--- src/hw/rtl/modular_scalar_multiply_core_defines.svh ---
// assertion macros shared by the modular scalar multiply rtl
// no dependencies; expects clk and rst in the scope of each use
`ifndef MODULAR_SCALAR_MULTIPLY_CORE_DEFINES_SVH
`define MODULAR_SCALAR_MULTIPLY_CORE_DEFINES_SVH
`ifndef NO_ASSERTIONS
`define MSM_ASSERT_IMPL(lbl, ante, cons) \
  lbl: assert property (@(posedge clk) disable iff (rst) (ante) |-> (cons)) \
    else $error("assertion failed");
`define MSM_ASSERT_NEXT(lbl, ante, cons) \
  lbl: assert property (@(posedge clk) disable iff (rst) (ante) |=> (cons)) \
    else $error("assertion failed");
`else
`define MSM_ASSERT_IMPL(lbl, ante, cons)
`define MSM_ASSERT_NEXT(lbl, ante, cons)
`endif
`endif

--- src/hw/rtl/msm_pkg.sv ---
// widths, register indexes and stage types for the modular scalar multiplier
// no dependencies
package msm_pkg;
  localparam int W     = 49;
  localparam int IDX_W = 2;

  localparam logic [IDX_W-1:0] CFG_MODULUS    = 2'd0;
  localparam logic [IDX_W-1:0] CFG_MULTIPLIER = 2'd1;

  // reduction stage: coefficient bits are folded into r msb first
  typedef struct packed {
    logic         valid;
    logic [W-1:0] a;
    logic [W-1:0] r;
  } red_t;

  // multiply stage: double-and-add of the reduced operand x
  typedef struct packed {
    logic         valid;
    logic [W-1:0] x;
    logic [W-1:0] r;
  } mul_t;
endpackage

--- src/hw/rtl/msm_mul_stage.sv ---
// one double-and-add step: r = 2r mod m, then r = (r + x) mod m if the bit is set
// depends on msm_pkg
module msm_mul_stage (
  input  logic                  clk,
  input  logic                  rst,
  input  logic                  adv,
  input  logic [msm_pkg::W-1:0] modulus,
  input  logic                  b_bit,
  input  msm_pkg::mul_t         d,
  output msm_pkg::mul_t         q
);
  logic [msm_pkg::W:0] m_ext;
  logic [msm_pkg::W:0] dbl;
  logic [msm_pkg::W:0] dbl_red;
  logic [msm_pkg::W:0] sum;
  logic [msm_pkg::W:0] r_next;

  always_comb begin
    m_ext   = {1'b0, modulus};
    dbl     = {d.r, 1'b0};
    dbl_red = (dbl >= m_ext) ? dbl - m_ext : dbl;
    sum     = dbl_red + {1'b0, d.x};
    if (b_bit) begin
      r_next = (sum >= m_ext) ? sum - m_ext : sum;
    end else begin
      r_next = dbl_red;
    end
  end

  always_ff @(posedge clk) begin
    if (rst) begin
      q.valid <= 1'b0;
    end else if (adv) begin
      q.valid <= d.valid;
    end
    if (adv) begin
      q.x <= d.x;
      q.r <= r_next[msm_pkg::W-1:0];
    end
  end
endmodule

--- config.mk ---
export PLATFORM = sky130hd
export DESIGN_NAME = msm_mul_stage
export DESIGN_NICKNAME = d
export VERILOG_FILES = /design/src/hw/rtl/modular_scalar_multiply_core_defines.svh /design/src/hw/rtl/msm_pkg.sv /design/src/hw/rtl/msm_mul_stage.sv
export SDC_FILE = /design/constraint.sdc
export NUM_CORES = 1
export LEC_CHECK = 0
export ABC_AREA = 0
export BUFFER_PORTS_ARGS = -buffer_cell sky130_fd_sc_hd__buf_2
export CORE_MARGIN = 2
export CORE_UTILIZATION = 48
export CTS_BUF_LIST = sky130_fd_sc_hd__clkbuf_4
export DETAILED_ROUTE_END_ITERATION = 8
export GPL_TIMING_DRIVEN = 0
export PLACE_DENSITY = 0.68
export SETUP_SLACK_MARGIN = 0.02
export SLEW_MARGIN = 15
export SYNTH_ARGS = -nofsm -noshare
export SYNTH_HDL_FRONTEND = slang
export SYNTH_SLANG_ARGS = --single-unit
--- constraint.sdc ---
create_clock -name clk -period 19.4 [get_ports clk]
set_clock_uncertainty 0.05 [all_clocks]
set_input_delay 1.94 -clock clk [delete_from_list [all_inputs] [get_ports clk]]
set_output_delay 1.94 -clock clk [all_outputs]
set_load 0.05 [all_outputs]
==> summary.md, run 1 <==
| Metric | Value |
|---|---|
| Main synth FF type | `edfxtp_1` |
| Critical Path AT | `~14 ns` |
| CP startpoint kind | `primary input` |
| Post-synthesis sequential area ratio | `between 20 and 25%` |
| DRT Pass-1 Iters | `6` |
| # port buffers | `around 250` |
| Max stage delay cell, worst path | `o41ai_2` |
| Ys async rst share | `0%` |
| CTS Sinks | `between 90 and 100` |
| Final Cycle Share | `between 70% and 80%` |
| Largest family of logic cells by synthesized area | `compound AO/OA/AOI/OAI gates` |
| CORE AREA | `about 0.027 mm²` |
| Post-synth EDFFs | `just under 100` |
| #FFs+latches synth | `99` |
| GRT overflow | `0` |
| Die Wd | `between 150 and 200 µm` |
| Synth cell types | `77` |
| Power Dens Cells | `roughly 130 mW/mm²` |
| Clock buffer depth | `2` |
| Vias | `around 13,000` |
| HP Class | `reg -> reg` |
| Mux cell area share after synthesis | `around 7.4%` |
| Area contributors post-synth | `edfxtp_1, ha_1, a21oi_1, a21o_1, xnor2_1` |
| Cell area after synthesis | `0.0132 mm²` |
| Post-Synth XOR/XNOR Area | `under 10%` |
| # DRC | `0` |
| Die height | `about 170 µm` |
| Area fraction in compound gates after synthesis | `between 20% and 30%` |
| Final Hold Fails | `0` |
| Global placement routability congestion | `roughly 0.97` |
| Top cell type's share of synthesized area | `between 20 and 25%` |
| NumNets Final | `2,163` |
| Worst vdd ir | `roughly 73 µV` |
| Final setup TNS | `0 ns` |
| Largest registers | `q x99` |
| Combinational power share | `77.9%` |
| Internal power | `0.930 mW` |
| Pins Over Slew Limit | `0` |
| Syn_nets | `about 1,900` |
| Switching Share | `a little over half` |
| Starting density of the core | `48.9%` |
| Yosys top cell by area | `edfxtp_1` |
| CTS tree | `built` |
| Syn Inst Count | `between 1,500 and 2,000` |
| Pre-CTS setup slack | `around 5.6 ns` |
| Total global-route track usage | `a little under a third` |
| Initial antenna violation count | `1` |
| Buf+Inv Stages, Crit Path | `6` |
| Slew headroom | `between 10% and 20%` |
| Post-Route WL | `around 45,000 µm` |
| Layout cells sized above 1 | `19.1%` |
| Vias in the first global route | `around 12,000` |
| Tmin final | `13.71 ns` |
| CP max FO | `10` |
| Largest net degree at the start of global routing | `between 50 and 60` |
| Fmax | `~0.073 GHz` |
| Avg Inst Size Synth | `8.23 µm²` |
| Largest Register | `q` |
| First-pass GRT wire length | `between 60,000 and 70,000 µm` |
| Simple-Gate Fraction of Synth Area | `between 10% and 20%` |
| Max-cap violations | `0` |
| Fill cells | `between 2,000 and 3,000` |
| Clock-pin slew on the worst setup and hold paths | `between 0.15 and 0.2 ns` |
| Final setup vio count | `0` |
| CP max stage delay | `roughly 1.1 ns` |
| FP Rows | `60` |
| Wire per inst | `slightly above 20 µm` |
| Worst-Skew Late Latency | `roughly 0.50 ns` |
| RSZ-0062 raised after global routing | `no` |
| Antenna-violating nets left | `0` |
| Total Power | `approximately 2 mW` |
| Clk root buf | `clkbuf_4` |
| IO Count | `between 200 and 300` |
| Sequential power share | `between 10% and 20%` |
| CTS H-Tree Depth | `3` |
| Max FFs per register | `between 90 and 100` |
| Status | `finished, final reports clean` |
| Dpl cell area | `0.0149 mm²` |
| Part of the power in the clock network | `between 6 and 7%` |
| DR iter-0 viols | `1,343` |
| Leakage power | `about 7.0 nW` |
| Commonest non-fill, non-tap cell in the layout | `buf_2` |
| Hold Buf Count CTS | `0` |
| Final Hold Slack | `0.465 ns` |
| Setup crit end kind | `flip-flop` |
| CTS resizes | `0` |
| Kind of critical path | `in -> reg` |
| Most frequent cells in the layout | `buf_2, a21oi_1, ha_1` |
| Final WS setup | `between 5 and 6 ns` |
| CTS buffer count | `9` |
| Post-Synth Adder-Cell Area | `around 14%` |
| Setup bufs post-CTS | `0` |
| Die ar. | `roughly 0.029 mm²` |
| CP required | `between 15 and 20 ns` |
| Area grow syn2layout | `14.0%` |
| Detailed Place HPWL | `37,300 µm` |
| Synth warn | `0` |
| P_sw | `1.07 mW` |
| Worst-margin pin slew | `roughly 1.2 ns` |
| Cell area after layout | `0.0150 mm²` |
| Top delay family on crit path | `compound AO/OA/AOI/OAI gates` |
| DR vias/cell | `around 6` |
power by group through the flow:
stage	Sequential (mW)	Clock [mW]	Combinational, mW
after floorplan	0.501	0	0.985
after global routing	0.322	0.134	1.67
after CTS	0.318	0.130	1.53
final	0.317	0.125	1.55
after detailed placement	0.322	0	1.52
after global placement	0.322	0	1.51
path summary, 6_finish.rpt:
check / from / endpoint / slack [ns] / cells after the start
setup reg to reg: q[98]$_SDFFE_PP0P_ / q[98]$_SDFFE_PP0P_ / 18.76 / 2
setup / recovery: modulus[12] / q[43]$_DFFE_PP_ / 5.69 / 37
hold / removal: q[98]$_SDFFE_PP0P_ / q[98]$_SDFFE_PP0P_ / 0.47 / 2
hold reg to reg: q[98]$_SDFFE_PP0P_ / q[98]$_SDFFE_PP0P_ / 0.47 / 2
synth_stat cells (all sizes together), types with 11 or more instances:
| library cell | instances |
|---|---|
| mux2i | 31 |
| nand4 | 38 |
| nor3 | 20 |
| a21oi | 180 |
| ha | 147 |
| o21ai | 81 |
| o21bai | 21 |
| buf | 11 |
| clkbuf | 65 |
| nand2b | 17 |
| o211ai | 17 |
| nor2b | 11 |
| and3 | 21 |
| nand3 | 30 |
| nor2 | 135 |
| xnor2 | 72 |
| inv | 93 |
| mux2 | 57 |
| nand2 | 101 |
| a31oi | 30 |
| o21a | 21 |
| edfxtp | 98 |
| xor2 | 52 |
| a21o | 96 |
| and2 | 14 |
| a211oi | 23 |
final cells by class:
type	instances	area [µm²]	area share, %
Antenna cell	1	2.50	0.0167
Buffer	76	322	2.14
Clock buffer	11	82.6	0.550
Clock inverter	4	52.6	0.350
Inverter	93	349	2.33
Multi-Input combinational cell	1332	9540	63.5
Sequential cell	99	2960	19.7
Tap cell	341	427	2.84
Timing Repair Buffer	250	1280	8.53
cells by family (layout without fill, tap and decap cells):
| kind of cell | count (synthesis) | count (layout) |
|---|---|---|
| buf+inv | 169 | 434 |
| simple gates | 418 | 418 |
| flops | 99 | 99 |
| mux | 88 | 88 |
| fa+ha+maj | 150 | 150 |
| xor+xnor | 124 | 124 |
| other cells | 0 | 1 |
| compound gates | 552 | 552 |
routing by layer:
layer,vias up,global-route usage (%),routed length (µm)
met5,-,0,0
met4,0,9.81,1280
met3,65,3.89,3240
met2,589,48.1,19800
met1,6266,44.0,21000
li1,6498,-,-
worst register-to-register path, delay by kind of cell, from the launching register on:
family	cells	cell delay [ns]
multiplexers	1	0.12
AND/OR/NAND/NOR	1	0.05
flip-flops	1	0.34
stage by stage:
step                      util, %  instances
after floorplan                 -       1600
after global placement       55.1       2190
after detailed placement     55.2       2191
after CTS                    55.7       2206
after global routing         55.7       2207
final                        55.7       2207
(Power assumes the default switching activity.)
==> run 2: changes to the inputs <==
==> constraint.sdc (replaced) <==
create_clock -name clk -period 13 [get_ports clk]
set_clock_uncertainty 0.05 [all_clocks]
set_input_delay 1.3 -clock clk [delete_from_list [all_inputs] [get_ports clk]]
set_output_delay 1.3 -clock clk [all_outputs]
set_load 0.05 [all_outputs]
==> summary.md, run 2 (synthesized netlist as in run 1, its figures left out) <==
| Metric | Value |
|---|---|
| Status | `finished, final reports clean (unchanged)` |
| FP Rows | `60 (unchanged)` |
| Worst-margin pin slew | `1.22 ns (was 1.23 ns)` |
| Largest net degree at the start of global routing | `52 (unchanged)` |
| Setup crit end kind | `flip-flop (unchanged)` |
| CP startpoint | `modulus[12] (unchanged)` |
| Kind of critical path | `in -> reg (unchanged)` |
| CP startpoint kind | `primary input (unchanged)` |
| Final Core Density | `55.8% (was 55.7%)` |
| Met3 layer usage reported by global route | `3.89% (unchanged)` |
| Antenna-violating nets left | `0 (unchanged)` |
| Leakage power | `7.05 nW (was 7.04 nW)` |
| Detailed Place HPWL | `37,300 µm (unchanged)` |
| Area grow syn2layout | `14.3% (was 14.0%)` |
| HP Class | `reg -> reg (unchanged)` |
| Cell area after layout | `0.0150 mm² (about the same)` |
| Slew headroom | `18.7% (was 17.1%)` |
| Worst vdd ir | `110 µV (was 73.4 µV)` |
| Pre-CTS setup slack | `-0.154 ns (was 5.61 ns)` |
| Hold path start | `q[98]$_SDFFE_PP0P_ (unchanged)` |
| Dpl cell area | `0.0149 mm² (unchanged)` |
| Max FFs per register | `99 (unchanged)` |
| Layout cells sized above 1 | `19.4% (was 19.1%)` |
| Worst r2r src | `q[98]$_SDFFE_PP0P_ (unchanged)` |
| Fmax | `slightly above 0.08 GHz` |
| CTS Sinks | `99 (unchanged)` |
| DP Cell Count | `2,191 (unchanged)` |
| DR iter-0 viols | `1,343 (unchanged)` |
| Total Power | `2.98 mW (was 2.00 mW)` |
| Tmin final | `between 10 and 15 ns` |
| Most frequent cells in the layout | `buf_2, a21oi_1, ha_1 (unchanged)` |
| Die ar. | `0.0288 mm² (unchanged)` |
| DR vias/cell | `6.08 (about the same)` |
| Critical Path AT | `12.31 ns (was 13.95 ns)` |
| GRT overflow | `0 (unchanged)` |
| CP max stage delay | `0.72 ns (was 1.06 ns)` |
| Final WS setup | `0.931 ns (was 5.69 ns)` |
| Die height | `170 µm (unchanged)` |
| Final Hold Fails | `0 (unchanged)` |
| Final setup vio count | `0 (unchanged)` |
| CTS buffer count | `9 (unchanged)` |
| Max stage delay cell, worst path | `o31ai_1 (was o41ai_2)` |
| Non-filler cells, final | `2,207 (unchanged)` |
| Wire per inst | `20.5 µm (about the same)` |
| Global placement routability congestion | `0.967 (unchanged)` |
| NumNets Final | `2,163 (unchanged)` |
| Met1 Resource Use GR | `44.0% (unchanged)` |
| GR Util met2 | `48.1% (unchanged)` |
| Die Wd | `170 µm (unchanged)` |
| Max-cap violations | `0 (unchanged)` |
| Largest registers | `q x99 (unchanged)` |
| Clock-pin slew on the worst setup and hold paths | `0.18 ns (about the same)` |
| Pins Over Slew Limit | `0 (unchanged)` |
| Busiest grt layer | `met2 (unchanged)` |
| Worst-Skew Late Latency | `0.50 ns (about the same)` |
| CTS tree | `built (unchanged)` |
| Clk root buf | `clkbuf_4 (unchanged)` |
| Setup bufs post-CTS | `0 (unchanged)` |
| # port buffers | `249 (unchanged)` |
| Clock buffer depth | `2 (unchanged)` |
| DRT Pass-1 Iters | `6 (unchanged)` |
| Largest Register | `q (unchanged)` |
| Final Cycle Share | `between 90% and 100%` |
| IO Count | `251 (unchanged)` |
| Power Dens Cells | `198 mW/mm² (was 133 mW/mm²)` |
| Fill cells | `2,583 (was 2,584)` |
| # DRC | `0 (unchanged)` |
| Initial antenna violation count | `1 (unchanged)` |
| First-pass GRT wire length | `68,600 µm (unchanged)` |
| Total global-route track usage | `30.8% (unchanged)` |
| Post-Route WL | `45,300 µm (about the same)` |
| CORE AREA | `0.0270 mm² (unchanged)` |
| Vias in the first global route | `12,500 (unchanged)` |
| Starting density of the core | `48.9% (unchanged)` |
| Vias | `13,400 (about the same)` |
| CTS H-Tree Depth | `3 (unchanged)` |
| RSZ-0062 raised after global routing | `no (unchanged)` |
| CP required | `13.24 ns (was 19.64 ns)` |
| CP max FO | `10 (unchanged)` |
| Commonest non-fill, non-tap cell in the layout | `buf_2 (unchanged)` |
-- run 2: layout make-up --
cell class,instances,area (µm²),area share [%]
flip-flops and latches,99,2960,19.7
plain buffers,76,323,2.15
clock buffers,11,82.6,0.549
well taps,341,427,2.84
repair buffers,250,1280,8.51
inverters,93,349,2.32
diodes,1,2.50,0.0166
multi-input cells,1332,9570,63.6
clock inverters,4,52.6,0.349
-- run 2: what timing repair did --
| item | 4_1_cts | 5_1_grt |
|---|---|---|
| resized for setup | 0 | 6 |
| hold buffers | 0 | 0 |
| setup endpoints to repair | 0 | 13 |
-- run 2: final timing paths --
check,end,slack (ns),cells after the start
min reg2reg,q[98]$_SDFFE_PP0P_,0.47,2
min,q[98]$_SDFFE_PP0P_,0.47,2
max reg2reg,q[98]$_SDFFE_PP0P_,12.36,2
max,q[43]$_DFFE_PP_,0.93,39
-- run 2: metal layers --
metal / wire length [µm] / vias up
met5: 0 / -
met4: 1250 / 0
met3: 3340 / 62
met2: 19700 / 570
met1: 21000 / 6287
li1: - / 6491
-- run 2: worst max-delay path, delay by kind of cell --
kind	cells	cell delay, ns
buffers and inverters	7	1.68
AO/OA/AOI/OAI	20	6.09
XOR/XNOR	1	0.19
adder cells (fa/ha/maj)	4	1.15
AND/OR/NAND/NOR	7	1.87
-- run 2: per-stage QoR --
stage	hold slack, ns	setup TNS [ns]
finish	0.466	0
global route	0.500	0
CTS	0.478	0
detailed placement	0.436	-0.290
global placement	0.419	-0.269
floorplan	0.683	0
-- run 2: power by group --
group / internal (mW) / leakage [nW] / switching (mW)
clock network: 0.0619 / 0.0652 / 0.125
registers: 0.456 / 0.969 / 0.0168
logic: 0.873 / 6.02 / 1.45
total: 1.39 / 7.05 / 1.59
==> run 3: changes to the inputs <==
--- a/config.mk
+++ b/config.mk
@@ -7,12 +7,11 @@
 export LEC_CHECK = 0
 export ABC_AREA = 0
 export BUFFER_PORTS_ARGS = -buffer_cell sky130_fd_sc_hd__buf_2
-export CORE_MARGIN = 2
-export CORE_UTILIZATION = 48
+export CORE_UTILIZATION = 40
 export CTS_BUF_LIST = sky130_fd_sc_hd__clkbuf_4
 export DETAILED_ROUTE_END_ITERATION = 8
 export GPL_TIMING_DRIVEN = 0
-export PLACE_DENSITY = 0.68
+export PLACE_DENSITY = 0.58
 export SETUP_SLACK_MARGIN = 0.02
 export SLEW_MARGIN = 15
 export SYNTH_ARGS = -nofsm -noshare
==> summary.md, run 3 (synthesized netlist as in run 1, its figures left out) <==
| Metric | Value |
|---|---|
| Status | `finished, final reports clean (unchanged)` |
| Final setup TNS | `0 ns (unchanged)` |
| Final Cycle Share | `95.8% (was 92.8%)` |
| CTS buffer count | `9 (unchanged)` |
| RSZ-0062 raised after global routing | `no (unchanged)` |
| Wire per inst | `20.1 µm (was 20.5 µm)` |
| Fill cells | `3,314 (was 2,583)` |
| CP max stage delay | `0.83 ns (was 0.72 ns)` |
| Leakage power | `7.04 nW (was 7.05 nW)` |
| Area of the multi-input gates | `0.00954 mm² (was 0.00957 mm²)` |
| Largest net degree at the start of global routing | `52 (unchanged)` |
| Cell area after layout | `0.0151 mm² (was 0.0150 mm²)` |
| FP Rows | `66 (was 60)` |
| Clock buffer depth | `2 (unchanged)` |
| CP startpoint | `modulus[17] (was modulus[12])` |
| Fmax | `0.0803 GHz (was 0.0829 GHz)` |
| Worst vdd ir | `77.2 µV (was 110 µV)` |
| Die ar. | `0.0337 mm² (was 0.0288 mm²)` |
| Hold Buf Count CTS | `0 (unchanged)` |
| Clock-pin slew on the worst setup and hold paths | `0.16 ns (was 0.18 ns)` |
| CTS tree | `built (unchanged)` |
| Clk root buf | `clkbuf_4 (unchanged)` |
| Final Hold Fails | `0 (unchanged)` |
| Setup bufs post-CTS | `0 (unchanged)` |
| Reg area | `0.00296 mm² (unchanged)` |
| DR iter-0 viols | `992 (was 1,343)` |
| Vias | `13,200 (was 13,400)` |
| Setup crit end kind | `flip-flop (unchanged)` |
| Commonest non-fill, non-tap cell in the layout | `buf_2 (unchanged)` |
| Worst-Skew Late Latency | `0.57 ns (was 0.50 ns)` |
| Global placement routability congestion | `0.953 (was 0.967)` |
| Power Dens Cells | `197 mW/mm² (was 198 mW/mm²)` |
| First-pass GRT wire length | `70,400 µm (was 68,600 µm)` |
| Starting density of the core | `40.6% (was 48.9%)` |
| Die Wd | `183 µm (was 170 µm)` |
| CP startpoint kind | `primary input (unchanged)` |
| Die height | `183 µm (was 170 µm)` |
| Max-cap violations | `0 (unchanged)` |
| Tmin final | `12.45 ns (was 12.07 ns)` |
| CTS Sinks | `99 (unchanged)` |
| Largest Register | `q (unchanged)` |
| Total global-route track usage | `27.5% (was 30.8%)` |
| Dpl cell area | `0.0150 mm² (was 0.0149 mm²)` |
| Setup crit end | `q[43]$_DFFE_PP_ (unchanged)` |
| CP max FO | `10 (unchanged)` |
| Area grow syn2layout | `15.0% (was 14.3%)` |
| CORE AREA | `0.0325 mm² (was 0.0270 mm²)` |
| Flop-to-flop setup slack | `12.36 ns (about the same)` |
| IO Count | `251 (unchanged)` |
| Detailed Place HPWL | `38,300 µm (was 37,300 µm)` |
| Max stage delay cell, worst path | `o31ai_1 (unchanged)` |
| Post-Route WL | `46,500 µm (was 45,300 µm)` |
| # DRC | `0 (unchanged)` |
| DP Cell Count | `2,292 (was 2,191)` |
| Final Core Density | `46.7% (was 55.8%)` |
| Final setup vio count | `0 (unchanged)` |
| Reg2Reg Depth | `2 (unchanged)` |
| Worst r2r src | `q[98]$_SDFFE_PP0P_ (unchanged)` |
| # port buffers | `249 (unchanged)` |
| Worst-margin pin slew | `1.14 ns (was 1.22 ns)` |
| Antenna-violating nets left | `0 (unchanged)` |
| GRT overflow | `0 (unchanged)` |
| Kind of critical path | `in -> reg (unchanged)` |
| Slew headroom | `24.2% (was 18.7%)` |
| Critical Path AT | `12.76 ns (was 12.31 ns)` |
| Non-filler cells, final | `2,309 (was 2,207)` |
| HP Class | `reg -> reg (unchanged)` |
| Most frequent cells in the layout | `buf_2, a21oi_1, ha_1 (unchanged)` |
| Max FFs per register | `99 (unchanged)` |
| CP required | `13.31 ns (was 13.24 ns)` |
| Pins Over Slew Limit | `0 (unchanged)` |
| DRT Pass-1 Iters | `8 (was 6)` |
| CTS resizes | `0 (unchanged)` |
| Initial antenna violation count | `1 (unchanged)` |
| RR Endpoint | `q[98]$_SDFFE_PP0P_ (unchanged)` |
| Vias in the first global route | `12,400 (was 12,500)` |
| DR vias/cell | `5.72 (was 6.08)` |
| Layout cells sized above 1 | `19.1% (was 19.4%)` |
| NumNets Final | `2,163 (unchanged)` |
| Largest registers | `q x99 (unchanged)` |
| CTS H-Tree Depth | `3 (unchanged)` |
[run 3: critical path: cells and delay by family]
kind                     cells  cell delay (ns)
AO/OA/AOI/OAI               19             6.00
buffers and inverters        8             2.04
AND/OR/NAND/NOR              7             1.91
adder cells (fa/ha/maj)      4             1.26
XOR/XNOR                     1             0.24
[run 3: final cells by class]
| type | count | area share [%] |
|---|---|---|
| clock inverter | 6 | 0.372 |
| multi-input combinational | 1332 | 63.0 |
| clock buffer | 10 | 0.496 |
| inverter | 93 | 2.31 |
| antenna | 1 | 0.0165 |
| tap | 442 | 3.65 |
| sequential | 99 | 19.6 |
| timing repair buffer | 250 | 8.45 |
| buffer | 76 | 2.12 |
[run 3: worst min-delay path by stage]
stage / start / to / slack [ns] / depth (start not counted)
after floorplan: q[98]$_SDFFE_PP0P_ / q[98]$_SDFFE_PP0P_ / 0.68 / 2
after global placement: q[98]$_SDFFE_PP0P_ / q[98]$_SDFFE_PP0P_ / 0.42 / 2
after detailed placement: q[98]$_SDFFE_PP0P_ / q[98]$_SDFFE_PP0P_ / 0.43 / 2
after CTS: q[98]$_SDFFE_PP0P_ / q[98]$_SDFFE_PP0P_ / 0.47 / 2
after global routing: q[98]$_SDFFE_PP0P_ / q[98]$_SDFFE_PP0P_ / 0.55 / 2
final: q[98]$_SDFFE_PP0P_ / q[98]$_SDFFE_PP0P_ / 0.46 / 2
[run 3: power breakdown]
part           internal [mW]  total, mW  leakage [nW]  switching, mW
clock                 0.0586      0.178        0.0651          0.119
sequential             0.456      0.473         0.969         0.0164
combinational          0.871       2.33          6.00           1.45
total                   1.39       2.98          7.04           1.59
[run 3: metrics by stage]
step	setup slack (ns)	power, mW	hold slack [ns]
2_1_floorplan	3.39	2.22	0.683
3_3_place_gp	-0.0968	2.75	0.417
3_5_place_dp	-0.0756	2.75	0.427
4_1_cts	0.575	2.95	0.466
5_1_grt	0.0659	3.19	0.546
6_report	0.550	2.98	0.460
[run 3: routing by layer]
| metal | vias up | track usage [%] | wire length (µm) |
|---|---|---|---|
| met2 | 480 | 43.7 | 20800 |
| met4 | 0 | 9.37 | 1110 |
| met5 | - | 0 | 0 |
| met3 | 47 | 3.35 | 2650 |
| met1 | 6187 | 38.4 | 21900 |
| li1 | 6495 | - | - |
