===== src/hw/rtl/modular_scalar_multiply_core_defines.svh =====
// assertion macros shared by the modular scalar multiply rtl
// no dependencies; expects clk and rst in the scope of each use
`ifndef MODULAR_SCALAR_MULTIPLY_CORE_DEFINES_SVH
`define MODULAR_SCALAR_MULTIPLY_CORE_DEFINES_SVH
`ifndef NO_ASSERTIONS
`define MSM_ASSERT_IMPL(lbl, ante, cons) \
  lbl: assert property (@(posedge clk) disable iff (rst) (ante) |-> (cons)) \
    else $error("assertion failed");
`define MSM_ASSERT_NEXT(lbl, ante, cons) \
  lbl: assert property (@(posedge clk) disable iff (rst) (ante) |=> (cons)) \
    else $error("assertion failed");
`else
`define MSM_ASSERT_IMPL(lbl, ante, cons)
`define MSM_ASSERT_NEXT(lbl, ante, cons)
`endif
`endif


===== src/hw/rtl/msm_pkg.sv =====
// widths, register indexes and stage types for the modular scalar multiplier
// no dependencies
package msm_pkg;
  localparam int W     = 49;
  localparam int IDX_W = 2;

  localparam logic [IDX_W-1:0] CFG_MODULUS    = 2'd0;
  localparam logic [IDX_W-1:0] CFG_MULTIPLIER = 2'd1;

  // reduction stage: coefficient bits are folded into r msb first
  typedef struct packed {
    logic         valid;
    logic [W-1:0] a;
    logic [W-1:0] r;
  } red_t;

  // multiply stage: double-and-add of the reduced operand x
  typedef struct packed {
    logic         valid;
    logic [W-1:0] x;
    logic [W-1:0] r;
  } mul_t;
endpackage


===== src/hw/rtl/msm_reduce_stage.sv =====
// one step of coefficient mod modulus: r = (2r + bit) mod m
// depends on msm_pkg
module msm_reduce_stage (
  input  logic                  clk,
  input  logic                  rst,
  input  logic                  adv,
  input  logic [msm_pkg::W-1:0] modulus,
  input  logic                  in_bit,
  input  msm_pkg::red_t         d,
  output msm_pkg::red_t         q
);
  logic [msm_pkg::W:0] t;
  logic [msm_pkg::W:0] t_red;

  always_comb begin
    t     = {d.r, in_bit};
    t_red = (t >= {1'b0, modulus}) ? t - {1'b0, modulus} : t;
  end

  always_ff @(posedge clk) begin
    if (rst) begin
      q.valid <= 1'b0;
    end else if (adv) begin
      q.valid <= d.valid;
    end
    if (adv) begin
      q.a <= d.a;
      q.r <= t_red[msm_pkg::W-1:0];
    end
  end
endmodule


===== config.mk =====
export PLATFORM = sky130hd
export DESIGN_NAME = msm_reduce_stage
export DESIGN_NICKNAME = d
export VERILOG_FILES = /design/src/hw/rtl/modular_scalar_multiply_core_defines.svh /design/src/hw/rtl/msm_pkg.sv /design/src/hw/rtl/msm_reduce_stage.sv
export SDC_FILE = /design/constraint.sdc
export NUM_CORES = 1
export LEC_CHECK = 0
export BUFFER_PORTS_ARGS = -buffer_cell sky130_fd_sc_hd__clkbuf_2
export CORE_ASPECT_RATIO = 1.2
export CORE_MARGIN = 10
export CORE_UTILIZATION = 50
export CTS_CLUSTER_DIAMETER = 120
export DETAILED_ROUTE_END_ITERATION = 10
export PLACE_DENSITY = 0.82
export SLEW_MARGIN = 15
export SYNTH_ARGS = -nofsm -noshare
export SYNTH_HDL_FRONTEND = slang
export SYNTH_SLANG_ARGS = --single-unit

===== constraint.sdc =====
create_clock -name clk -period 7.2 [get_ports clk]
set_input_delay 0.72 -clock clk [delete_from_list [all_inputs] [get_ports clk]]
set_output_delay 0.72 -clock clk [all_outputs]
set_load 0.03 [all_outputs]

==> flow_summary.toml, run 1 <==
[drt]
dr.max_layer_used = "met4"
drt-total-wl_um = 19240
dr_wl_met3_um = 2155
via_count_normalized_by_instance_count = 5.428
route.vias.total = 5699
wl_per_cell_um = 18.32
first_iter_violations = 366
detailedRoute.firstPassIterationCount = 5
met1Wirelength_um = 7485
remaining_drc_errors = 0
met2_length_um = 9453
route.antenna.remaining_nets = 0

[worst_hold_path]
min-delay-path-class = "reg2reg"
whs_endpoint = "q[98]"
hold_start = "q[98]"
hold_path_depth = 2

[logic_synthesis]
synth.largest_area_cell = "sky130_fd_sc_hd__edfxtp_1"
avgSynthCellArea_um2 = 10.00
synth-seq-area-share_pct = 46.35
synthArstFlopShare_pct = 0
synthTopCellsByArea = "sky130_fd_sc_hd__edfxtp_1 (46%), sky130_fd_sc_hd__ha_1 (9.6%), sky130_fd_sc_hd__nand2_1 (4.2%), sky130_fd_sc_hd__a21oi_1 (3.9%), sky130_fd_sc_hd__o21ai_1 (3.6%)"
synthMostInstantiatedCell = "sky130_fd_sc_hd__edfxtp_1"
post_synth_inst_count = 639
ys_top_cells_by_count = "sky130_fd_sc_hd__edfxtp_1 (98), sky130_fd_sc_hd__nand2_1 (72), sky130_fd_sc_hd__inv_1 (59), sky130_fd_sc_hd__a21oi_1 (50), sky130_fd_sc_hd__ha_1 (49)"
ys_ff_latch = 99
postSynth.topFlopCell = "sky130_fd_sc_hd__edfxtp_1"
post-synth-top-area-fraction_pct = 46.04
synth.cell_area_um2 = 6392
ys.warnings.count = 0
synth_enable_flop_cells = 98
yosys.cell_types.count = 58
synth_fp_nets = 841

[critical_path]
arrival_ps = 4400
number_of_cell_instances_on_the_worst_register_to_register_path = 2
worst_ep_required_time_ps = 7290
critPathBufInv = 4
timing.critical_path.slowest_stage_cell = "sky130_fd_sc_hd__nor2_4"
crit_family = "compound AO/OA/AOI/OAI gates"
startpoint_type = "input pin"
worstPathCellList = "clkbuf_2 > inv_1 > ha_1 > inv_1 > fa_1 > a21o_1 > a221o_1 > a311oi_2 > or2_2 > a21oi_2 > o21ai_2 > a211oi_2 > nor2_4 > buf_4 > mux2_1"
critical-path-max-stage-delay_ps = 500
ff2ff_setup_slack_ps = 6610
worstSetupPathDepth = 15
endpoint_kind = "flip-flop"
regToRegEndpoint = "q[98]"
critical-path-top-cell-by-count = "sky130_fd_sc_hd__inv_1"
crit_type = "in2reg"
worstPathMaxFanout = 37
reg2reg_from = "q[98]"

[run]
max_cap_violations = 0

[timing]
setup_viol = 0
final.period_utilization_pct = 59.84
max_slew_headroom_pct = 41.14
final.setup.tns_ps = 0
clock_skew_ps = 0
timing.final.ws_setup_ps = 2891
rsz0062_at_grt = "no"
timing_worst_slew_pin_value_ps = 882.9
slew_violations = 0
achievable-frequency_mhz = 232.1
finalHoldViolations = 0
post-route-min-period_ps = 4309

[cells_and_area]
final_nets = 1083
largest_registers = "q: 99 flops"
largest_register_ffs = 99
final_cell_count_no_fill = 1050
multi_input_area_um2 = 3094
antenna_cells_inserted = 0
area_growth_pct = 25.99
fillers = 1037
max_flop_register = "q"
layout-drive-gt1-share_pct = 31.49
regArea_um2 = 2963

[global_routing]
first_global_vias = 5609
grt_pass1_wl_um = 28600
groute.usage.overall_pct = 20.34
globalRouteOverflowTotal = 0
grt_max_degree = 71
number_of_antenna_violations_at_the_first_check_in_global_routing = 0

[place]
post_place_worst_slack_ps = 2519
final_weighted_congestion_of_routability_driven_global_placement = 0.8797
dp_cells = 1034
port_buffers = 250
hpwl_um = 15820

[power]
peakVddDrop_mv = 0.1176
total_leakage_power_nw = 3.797
powerDensity_nw_per_um2 = 224.1

[clock_tree]
htree_levels = 3
cts_repair_resize_count = 0
cts_num_sinks = 99
clk_transition_reported_paths_ps = 70
post_cts_hold_buffer_count = 0
cts_root_buf = "sky130_fd_sc_hd__clkbuf_16"
cts.repair_timing.setup_buffer_count = 0
clock_path_buffers = 2
cts_inserted_buffers = 9
insertion_delay_of_the_later_clocked_pin_in_the_worst_skew_pair_ps = 330
tritoncts = "built"

[die]
die_x_um = 123.2
die_area_um2 = 17730
floorplan.initialDensity_pct = 50.68
placeableCoreArea_um2 = 12610
floorplan.die.height_um = 143.9
placementRows = 45
design.portCount = 251

[run_status]
result_of_the_run = "finished, final reports clean"
## cells by family after synthesis
kind of cell | count (synthesis) | share of synthesized area (%)
buffers and inverters | 81 | 5.363
AOI/OAI and AO/OA | 202 | 19.46
DFF | 99 | 46.35
and+or+nand+nor | 156 | 11.80
xor gates and xnor gates | 46 | 6.303
adders and majority gates | 50 | 9.904
muxes | 5 | 0.8221
## per-stage QoR
step	total power [mW]	hold slack [ps]	cell area, um^2	utilization, %
finish	1.805	526.0	8054	63.86
global route	1.895	530.8	8054	63.86
CTS	1.817	528.4	8054	63.86
detailed placement	1.338	513.6	7760	61.53
global placement	1.326	475.1	7760	61.53
floorplan	1.154	629.9	6392	-
## metal layers
| metal | GRT usage, % | vias to the layer above |
|---|---|---|
| li1 | - | 2819 |
| met1 | 23.72 | 2611 |
| met2 | 35.43 | 257 |
| met3 | 6.436 | 12 |
| met4 | 4.543 | 0 |
| met5 | 0 | - |
## tightest hold or removal path: cells and delay by family, from the launching register on
| family | cells | cell delay [ps] |
|---|---|---|
| DFF | 1 | 310 |
| muxes | 1 | 120 |
| and+or+nand+nor | 1 | 60 |
## how the worst max path moves through the flow
stage | start | end | slack [ps]
floorplan | in_bit | q[1] | 3600
global placement | in_bit | q[1] | 2650
detailed placement | in_bit | q[1] | 2520
CTS | in_bit | q[1] | 2890
global route | in_bit | q[1] | 2560
finish | in_bit | q[1] | 2890
## layout by cell type, fill, tap and decap left out, types with 5 or more instances in the layout
| cell | Yosys | routed |
|---|---|---|
| sky130_fd_sc_hd__a211oi_1 | 5 | 5 |
| sky130_fd_sc_hd__a21o_1 | 26 | 26 |
| sky130_fd_sc_hd__a21oi_1 | 50 | 50 |
| sky130_fd_sc_hd__a31oi_1 | 7 | 7 |
| sky130_fd_sc_hd__and2_1 | 5 | 5 |
| sky130_fd_sc_hd__and3_1 | 7 | 7 |
| sky130_fd_sc_hd__clkbuf_16 | 0 | 9 |
| sky130_fd_sc_hd__clkbuf_2 | 0 | 249 |
| sky130_fd_sc_hd__edfxtp_1 | 98 | 98 |
| sky130_fd_sc_hd__ha_1 | 49 | 49 |
| sky130_fd_sc_hd__inv_1 | 59 | 59 |
| sky130_fd_sc_hd__nand2_1 | 72 | 72 |
| sky130_fd_sc_hd__nand2b_1 | 5 | 5 |
| sky130_fd_sc_hd__nand4_1 | 15 | 15 |
| sky130_fd_sc_hd__nor2_1 | 19 | 18 |
| sky130_fd_sc_hd__nor3_1 | 8 | 8 |
| sky130_fd_sc_hd__o21a_1 | 7 | 7 |
| sky130_fd_sc_hd__o21ai_0 | 25 | 25 |
| sky130_fd_sc_hd__o21ai_1 | 46 | 46 |
| sky130_fd_sc_hd__o21bai_1 | 9 | 9 |
| sky130_fd_sc_hd__xnor2_1 | 22 | 22 |
| sky130_fd_sc_hd__xor2_1 | 24 | 24 |
## power by group
part	leakage (nW)	total (mW)	internal, mW	switching (mW)
clock network	0.146	0.478	0.251	0.227
registers	0.966	0.739	0.720	0.0188
logic	2.69	0.587	0.202	0.385
## cell type report
type                       instances  share of cell area, %
multi-input combinational        459                  38.42
timing repair buffer             253                  15.85
tap                              164                  2.548
sequential                        99                  36.79
inverter                          59                  2.750
clock inverter                     6                 0.6835
clock buffer                      10                  2.967
Power figures use the tool's default switching activity.
==> inputs of run 2 (changes only) <==
--- a/config.mk
+++ b/config.mk
@@ -5,13 +5,14 @@
 export SDC_FILE = /design/constraint.sdc
 export NUM_CORES = 1
 export LEC_CHECK = 0
+export ABC_AREA = 1
 export BUFFER_PORTS_ARGS = -buffer_cell sky130_fd_sc_hd__clkbuf_2
 export CORE_ASPECT_RATIO = 1.2
 export CORE_MARGIN = 10
-export CORE_UTILIZATION = 50
+export CORE_UTILIZATION = 48
 export CTS_CLUSTER_DIAMETER = 120
 export DETAILED_ROUTE_END_ITERATION = 10
-export PLACE_DENSITY = 0.82
+export PLACE_DENSITY = 0.78
 export SLEW_MARGIN = 15
 export SYNTH_ARGS = -nofsm -noshare
 export SYNTH_HDL_FRONTEND = slang
==> constraint.sdc (replaced) <==
create_clock -name clk -period 3.9 [get_ports clk]
set_input_delay 0.39 -clock clk [delete_from_list [all_inputs] [get_ports clk]]
set_output_delay 0.39 -clock clk [all_outputs]
set_load 0.03 [all_outputs]
==> run 2 against run 1 <==
Non-clock buffer count is 4 higher. Global-route usage rose by 4.7 points. Cell count increased by 67%. Combinational power rose by 120%. First-iteration DRC count up 50%. Register-to-register slack got worse by 3300 ps. Setup slack worse by 1600 ps. Synthesized cell count is 100% higher. Utilization decreased by 4.4 points. Flip-flop and latch count unchanged. Clock-buffer cell count stayed put. Largest power group unchanged. Highest routed layer unchanged.
==> flow_summary.toml, run 2 <==
[logic_synthesis]
postSynth.topFlopCell = "sky130_fd_sc_hd__edfxtp_1"
yosys.cell_types.count = 27
synth_enable_flop_cells = 98
ys.warnings.count = 0
synthMostInstantiatedCell = "sky130_fd_sc_hd__nand2_1"
synthArstFlopShare_pct = 0
synth.cell_area_um2 = 8319
avgSynthCellArea_um2 = 6.489
synth_fp_nets = 1484
synth-seq-area-share_pct = 35.61
ys_ff_latch = 99
ys_top_cells_by_count = "sky130_fd_sc_hd__nand2_1 (543), sky130_fd_sc_hd__inv_1 (291), sky130_fd_sc_hd__nor2_1 (99), sky130_fd_sc_hd__edfxtp_1 (98), sky130_fd_sc_hd__nand4_1 (60)"
synth.largest_area_cell = "sky130_fd_sc_hd__edfxtp_1"
post_synth_inst_count = 1282
post-synth-top-area-fraction_pct = 35.37
synthTopCellsByArea = "sky130_fd_sc_hd__edfxtp_1 (35%), sky130_fd_sc_hd__nand2_1 (24%), sky130_fd_sc_hd__inv_1 (13%), sky130_fd_sc_hd__ha_1 (7.4%), sky130_fd_sc_hd__nand4_1 (4.5%)"

[timing]
finalHoldViolations = 0
timing.final.ws_setup_ps = 1340
slew_violations = 0
final.period_utilization_pct = 65.63
max_slew_headroom_pct = 57.43
timing_worst_slew_pin_value_ps = 638.6
rsz0062_at_grt = "no"
achievable-frequency_mhz = 390.7
clock_skew_ps = 0
setup_viol = 0
hold_slack_ps = 179.5
post-route-min-period_ps = 2560
final.setup.tns_ps = 0

[global_routing]
grt_pass1_wl_um = 45780
globalRouteOverflowTotal = 0
number_of_antenna_violations_at_the_first_check_in_global_routing = 0
groute.usage.overall_pct = 25.07
grt_max_degree = 53
first_global_vias = 8489

[place]
hpwl_um = 24990
port_buffers = 250
post_place_worst_slack_ps = 993.9
final_weighted_congestion_of_routability_driven_global_placement = 0.9369
placedInstanceArea_um2 = 9806
dp_cells = 1735

[cells_and_area]
final_cell_count_no_fill = 1751
final_nets = 1732
mostFrequentLayoutCells = "sky130_fd_sc_hd__nand2_1 (543), sky130_fd_sc_hd__inv_1 (291), sky130_fd_sc_hd__clkbuf_2 (249)"
antenna_cells_inserted = 0
post_route_cell_area_um2 = 10090
layout-drive-gt1-share_pct = 18.31
final_core_util_pct = 59.43
fillers = 1698
regArea_um2 = 2963
largest_register_ffs = 99
max_flop_register = "q"
largest_registers = "q: 99 flops"
layout_commonest_cell = "sky130_fd_sc_hd__nand2_1"
multi_input_area_um2 = 4167
area_growth_pct = 21.31

[critical_path]
timing.critical_path.slowest_stage_cell = "sky130_fd_sc_hd__buf_4"
critical-path-max-stage-delay_ps = 460
worstPathMaxFanout = 49
critical-path-top-cell-by-count = "sky130_fd_sc_hd__nand2_1"
crit_type = "in2reg"
worstPathCellList = "clkbuf_2 > inv_1 > ha_1 > nand2_1 > nor2_1 > nand3_1 > nand3_2 > nand2_1 > nand2_1 > nand3_2 > nand3_2 > buf_4 > nand2_1 > nand2_1"
worst_ep_required_time_ps = 4120
endpoint_kind = "flip-flop"
arrival_ps = 2780
startpoint_type = "input pin"

[drt]
route.vias.total = 8677
wl_per_cell_um = 16.97
detailedRoute.firstPassIterationCount = 5
via_count_normalized_by_instance_count = 4.955
first_iter_violations = 548
remaining_drc_errors = 0
drt-total-wl_um = 29720
route.antenna.remaining_nets = 0

[clock_tree]
insertion_delay_of_the_later_clocked_pin_in_the_worst_skew_pair_ps = 360
tritoncts = "built"
clock_path_buffers = 2
clk_transition_reported_paths_ps = 70
cts_repair_resize_count = 0
cts_root_buf = "sky130_fd_sc_hd__clkbuf_16"
cts_num_sinks = 99
cts.repair_timing.setup_buffer_count = 0
post_cts_hold_buffer_count = 0
htree_levels = 3
cts_inserted_buffers = 9

[power]
powerDensity_nw_per_um2 = 350.8
total_leakage_power_nw = 6.012
totalPowerFinal_mw = 3.541
peakVddDrop_mv = 0.2120

[die]
die_area_um2 = 23020
placeableCoreArea_um2 = 16980
placementRows = 52
floorplan.initialDensity_pct = 48.99
floorplan.die.height_um = 164.2
die_x_um = 140.2
design.portCount = 251

[run_status]
result_of_the_run = "finished, final reports clean"

[run]
max_cap_violations = 0

[worst_hold_path]
min-delay-path-class = "in2reg"
-- run 2: worst max-delay path: cells and delay by family --
family / cells / cell delay [ps]
buffers and inverters: 3 / 600
AND/OR/NAND/NOR: 10 / 1340
adder cells (fa/ha/maj): 1 / 360
-- run 2: worst paths after layout --
check,start,to,slack [ps],depth (start not counted)
max,modulus[8],q[4],1340,14
min,rst,q[98],180,2
max reg2reg,q[98],q[98],3310,2
min reg2reg,q[98],q[98],510,2
-- run 2: cell families (layout without fill, tap and decap cells) --
| family | count (synthesis) | count (layout) | share of synthesized area (%) |
|---|---|---|---|
| muxes | 1 | 1 | 0.1203 |
| DFF | 99 | 99 | 35.61 |
| AOI/OAI and AO/OA | 33 | 33 | 2.151 |
| and+or+nand+nor | 761 | 761 | 37.48 |
| adders and majority gates | 50 | 50 | 7.610 |
| buffers and inverters | 313 | 566 | 14.39 |
| xor gates and xnor gates | 25 | 25 | 2.632 |
-- run 2: area by class of cell --
class	count	area share, %
Sequential cell	99	29.36
Inverter	293	10.90
Multi-Input combinational cell	870	41.28
Tap cell	216	2.678
Timing Repair Buffer	257	12.94
Clock inverter	6	0.5703
Clock buffer	10	2.269
-- run 2: power by group --
part	total (mW)	internal (mW)	switching, mW
logic	1.28	0.387	0.889
clock network	0.908	0.448	0.460
registers	1.36	1.32	0.0344
total	3.54	2.16	1.38
-- run 2: per-layer routing --
layer	routed length [um]	share of wire [%]	global-route usage, %	up-vias
met5	0	0	0	-
met4	873	2.9	8.694	0
met3	2048	6.9	4.882	50
met2	15100	51	46.00	317
met1	11690	39	28.26	3891
li1	-	-	-	4419
==> inputs of run 3 (changes only) <==
==> constraint.sdc (replaced) <==
create_clock -name clk -period 2.05 [get_ports clk]
set_input_delay 0.205 -clock clk [delete_from_list [all_inputs] [get_ports clk]]
set_output_delay 0.205 -clock clk [all_outputs]
set_load 0.03 [all_outputs]
==> run 3 against run 2 <==
Sequential share of layout area fell by 4.4 points. Die area did not move. First-iteration DRC count rose by 17%. Sequential power rose by 90%. Clock skew did not move. Via count rose by 12%. Utilization rose by 11 points. Clock power rose by 98%. Clock-buffer cell count did not move. Cell count rose by 12%.
==> flow_summary.toml, run 3 (synthesis results as in run 2) <==
[run_status]
result_of_the_run = "finished, final reports clean"

[drt]
route.antenna.remaining_nets = 0
via_count_normalized_by_instance_count = 4.964
first_iter_violations = 643
remaining_drc_errors = 0
route.vias.total = 9709
detailedRoute.firstPassIterationCount = 5
wl_per_cell_um = 16.88
drt-total-wl_um = 33010

[global_routing]
groute.usage.overall_pct = 27.28
globalRouteOverflowTotal = 0
grt_pass1_wl_um = 49990
first_global_vias = 9665
grt_max_degree = 43
number_of_antenna_violations_at_the_first_check_in_global_routing = 0

[cells_and_area]
layout-drive-gt1-share_pct = 29.66
final_nets = 1937
max_flop_register = "q"
largest_register_ffs = 99
largest_registers = "q: 99 flops"
area_growth_pct = 42.85
layout_commonest_cell = "sky130_fd_sc_hd__nand2_1"
fillers = 1461
antenna_cells_inserted = 0
mostFrequentLayoutCells = "sky130_fd_sc_hd__nand2_1 (531), sky130_fd_sc_hd__inv_1 (291), sky130_fd_sc_hd__clkbuf_2 (249)"

[critical_path]
startpoint_type = "input pin"
critical-path-max-stage-delay_ps = 310
timing.critical_path.slowest_stage_cell = "sky130_fd_sc_hd__ha_1"
arrival_ps = 2050
worstPathMaxFanout = 19
reg2reg_from = "q[98]"
crit_type = "in2reg"
worstPathCellList = "clkbuf_2 > inv_1 > ha_1 > buf_4 > nand2_1 > nand2_1 > inv_1 > nand2_1 > inv_1 > nand2_1 > nand2_1 > nand2_1 > a21oi_4 > nand3_4 > buf_12 > nand2_1 > nand2_1"
critical-path-top-cell-by-count = "sky130_fd_sc_hd__nand2_1"
ff2ff_setup_slack_ps = 1390
worst_ep_required_time_ps = 2170
regToRegEndpoint = "q[98]"
number_of_cell_instances_on_the_worst_register_to_register_path = 2
endpoint_kind = "flip-flop"

[place]
final_weighted_congestion_of_routability_driven_global_placement = 0.9439
hpwl_um = 27290
port_buffers = 250

[timing]
setup_viol = 0
post-route-min-period_ps = 1931
rsz0062_at_grt = "yes"
clock_skew_ps = 0
timing_worst_slew_pin_value_ps = 391.8
max_slew_headroom_pct = 73.88
achievable-frequency_mhz = 517.8
hold_slack_ps = 16.02
final.period_utilization_pct = 94.21
slew_violations = 0
finalHoldViolations = 0
final.setup.tns_ps = 0

[die]
placeableCoreArea_um2 = 16980
die_x_um = 140.2
floorplan.die.height_um = 164.2
design.portCount = 251
floorplan.initialDensity_pct = 48.99
placementRows = 52
die_area_um2 = 23020

[clock_tree]
cts_root_buf = "sky130_fd_sc_hd__clkbuf_16"
htree_levels = 3
cts_inserted_buffers = 9
clk_transition_reported_paths_ps = 80
tritoncts = "built"
post_cts_hold_buffer_count = 0
insertion_delay_of_the_later_clocked_pin_in_the_worst_skew_pair_ps = 360
clock_path_buffers = 2
cts_num_sinks = 99

[power]
power.clock.fraction_pct = 24.3
totalPowerFinal_mw = 7.408
powerDensity_nw_per_um2 = 623.3
total_leakage_power_nw = 7.051
power_switching_share_pct = 38.57
internal_power_mw = 4.551
peakVddDrop_mv = 0.3852
netSwitchingPower_mw = 2.857
power.combinational.fraction_pct = 40.8
share_seq_of_total_power_pct = 34.9

[worst_hold_path]
hold_start = "d[94]"
whs_endpoint = "q[94]"
hold_path_depth = 1
min-delay-path-class = "in2reg"

[run]
max_cap_violations = 0
## run 3: cell types whose count changed in the layout (fill, tap and decap cells not counted), moves of 5 or more
cell and delta:
sky130_fd_sc_hd__nor2_1 -6, sky130_fd_sc_hd__nand2_2 +12, sky130_fd_sc_hd__buf_6 +6, sky130_fd_sc_hd__ha_1 -5, sky130_fd_sc_hd__buf_4 +194, sky130_fd_sc_hd__nand2_1 -12
## run 3: final cells by class
type,count,area (um^2),area share [%]
multi-input cells,870,4315,36.31
flip-flops and latches,99,2963,24.93
repair buffers,462,2935,24.70
inverters,293,1100,9.255
well taps,216,270.3,2.274
clock buffers,10,239.0,2.011
clock inverters,6,61.31,0.5159
## run 3: power groups by stage
stage	Combinational (mW)	Clock, mW	Sequential (mW)
2_1_floorplan	1.14	0	3.10
3_3_place_gp	2.86	0	2.62
3_5_place_dp	2.92	0	2.63
4_1_cts	2.94	1.80	2.59
5_1_grt	3.29	1.88	2.60
6_report	3.02	1.80	2.58
## run 3: worst max-delay path by stage
stage                      from    end
floorplan                in_bit  q[18]
global placement    modulus[21]  q[43]
detailed placement       in_bit  q[40]
CTS                      in_bit  q[24]
global route        modulus[19]  q[37]
finish              modulus[25]   q[7]
## run 3: metrics by stage
stage | std cells | instance area [um^2] | utilization (%) | setup slack [ps]
after floorplan | 1282 | 8319 | - | 17.79
after global placement | 1937 | 11370 | 66.97 | -327.8
after detailed placement | 1937 | 11370 | 66.97 | -361.7
after CTS | 1953 | 11670 | 68.74 | 20.39
after global routing | 1956 | 11880 | 69.98 | -24.87
final | 1956 | 11880 | 69.98 | 118.6
## run 3: repair_timing
action	CTS	global route
endpoints found under the hold margin	0	0
setup endpoints to repair	0	49
gates resized for setup	0	38
setup buffers	0	1
## run 3: per-layer routing
metal	track usage, %	up-vias	routed length, um
li1	-	4834	-
met1	31.07	4365	13160
met2	48.81	436	16250
met3	5.228	74	2172
met4	11.47	0	1428
met5	0	-	0
## run 3: critical path, delay by kind of cell
kind	cells	cell delay [ps]
buf+inv	6	580
simple gates	9	750
fa+ha+maj	1	310
compound gates	1	200
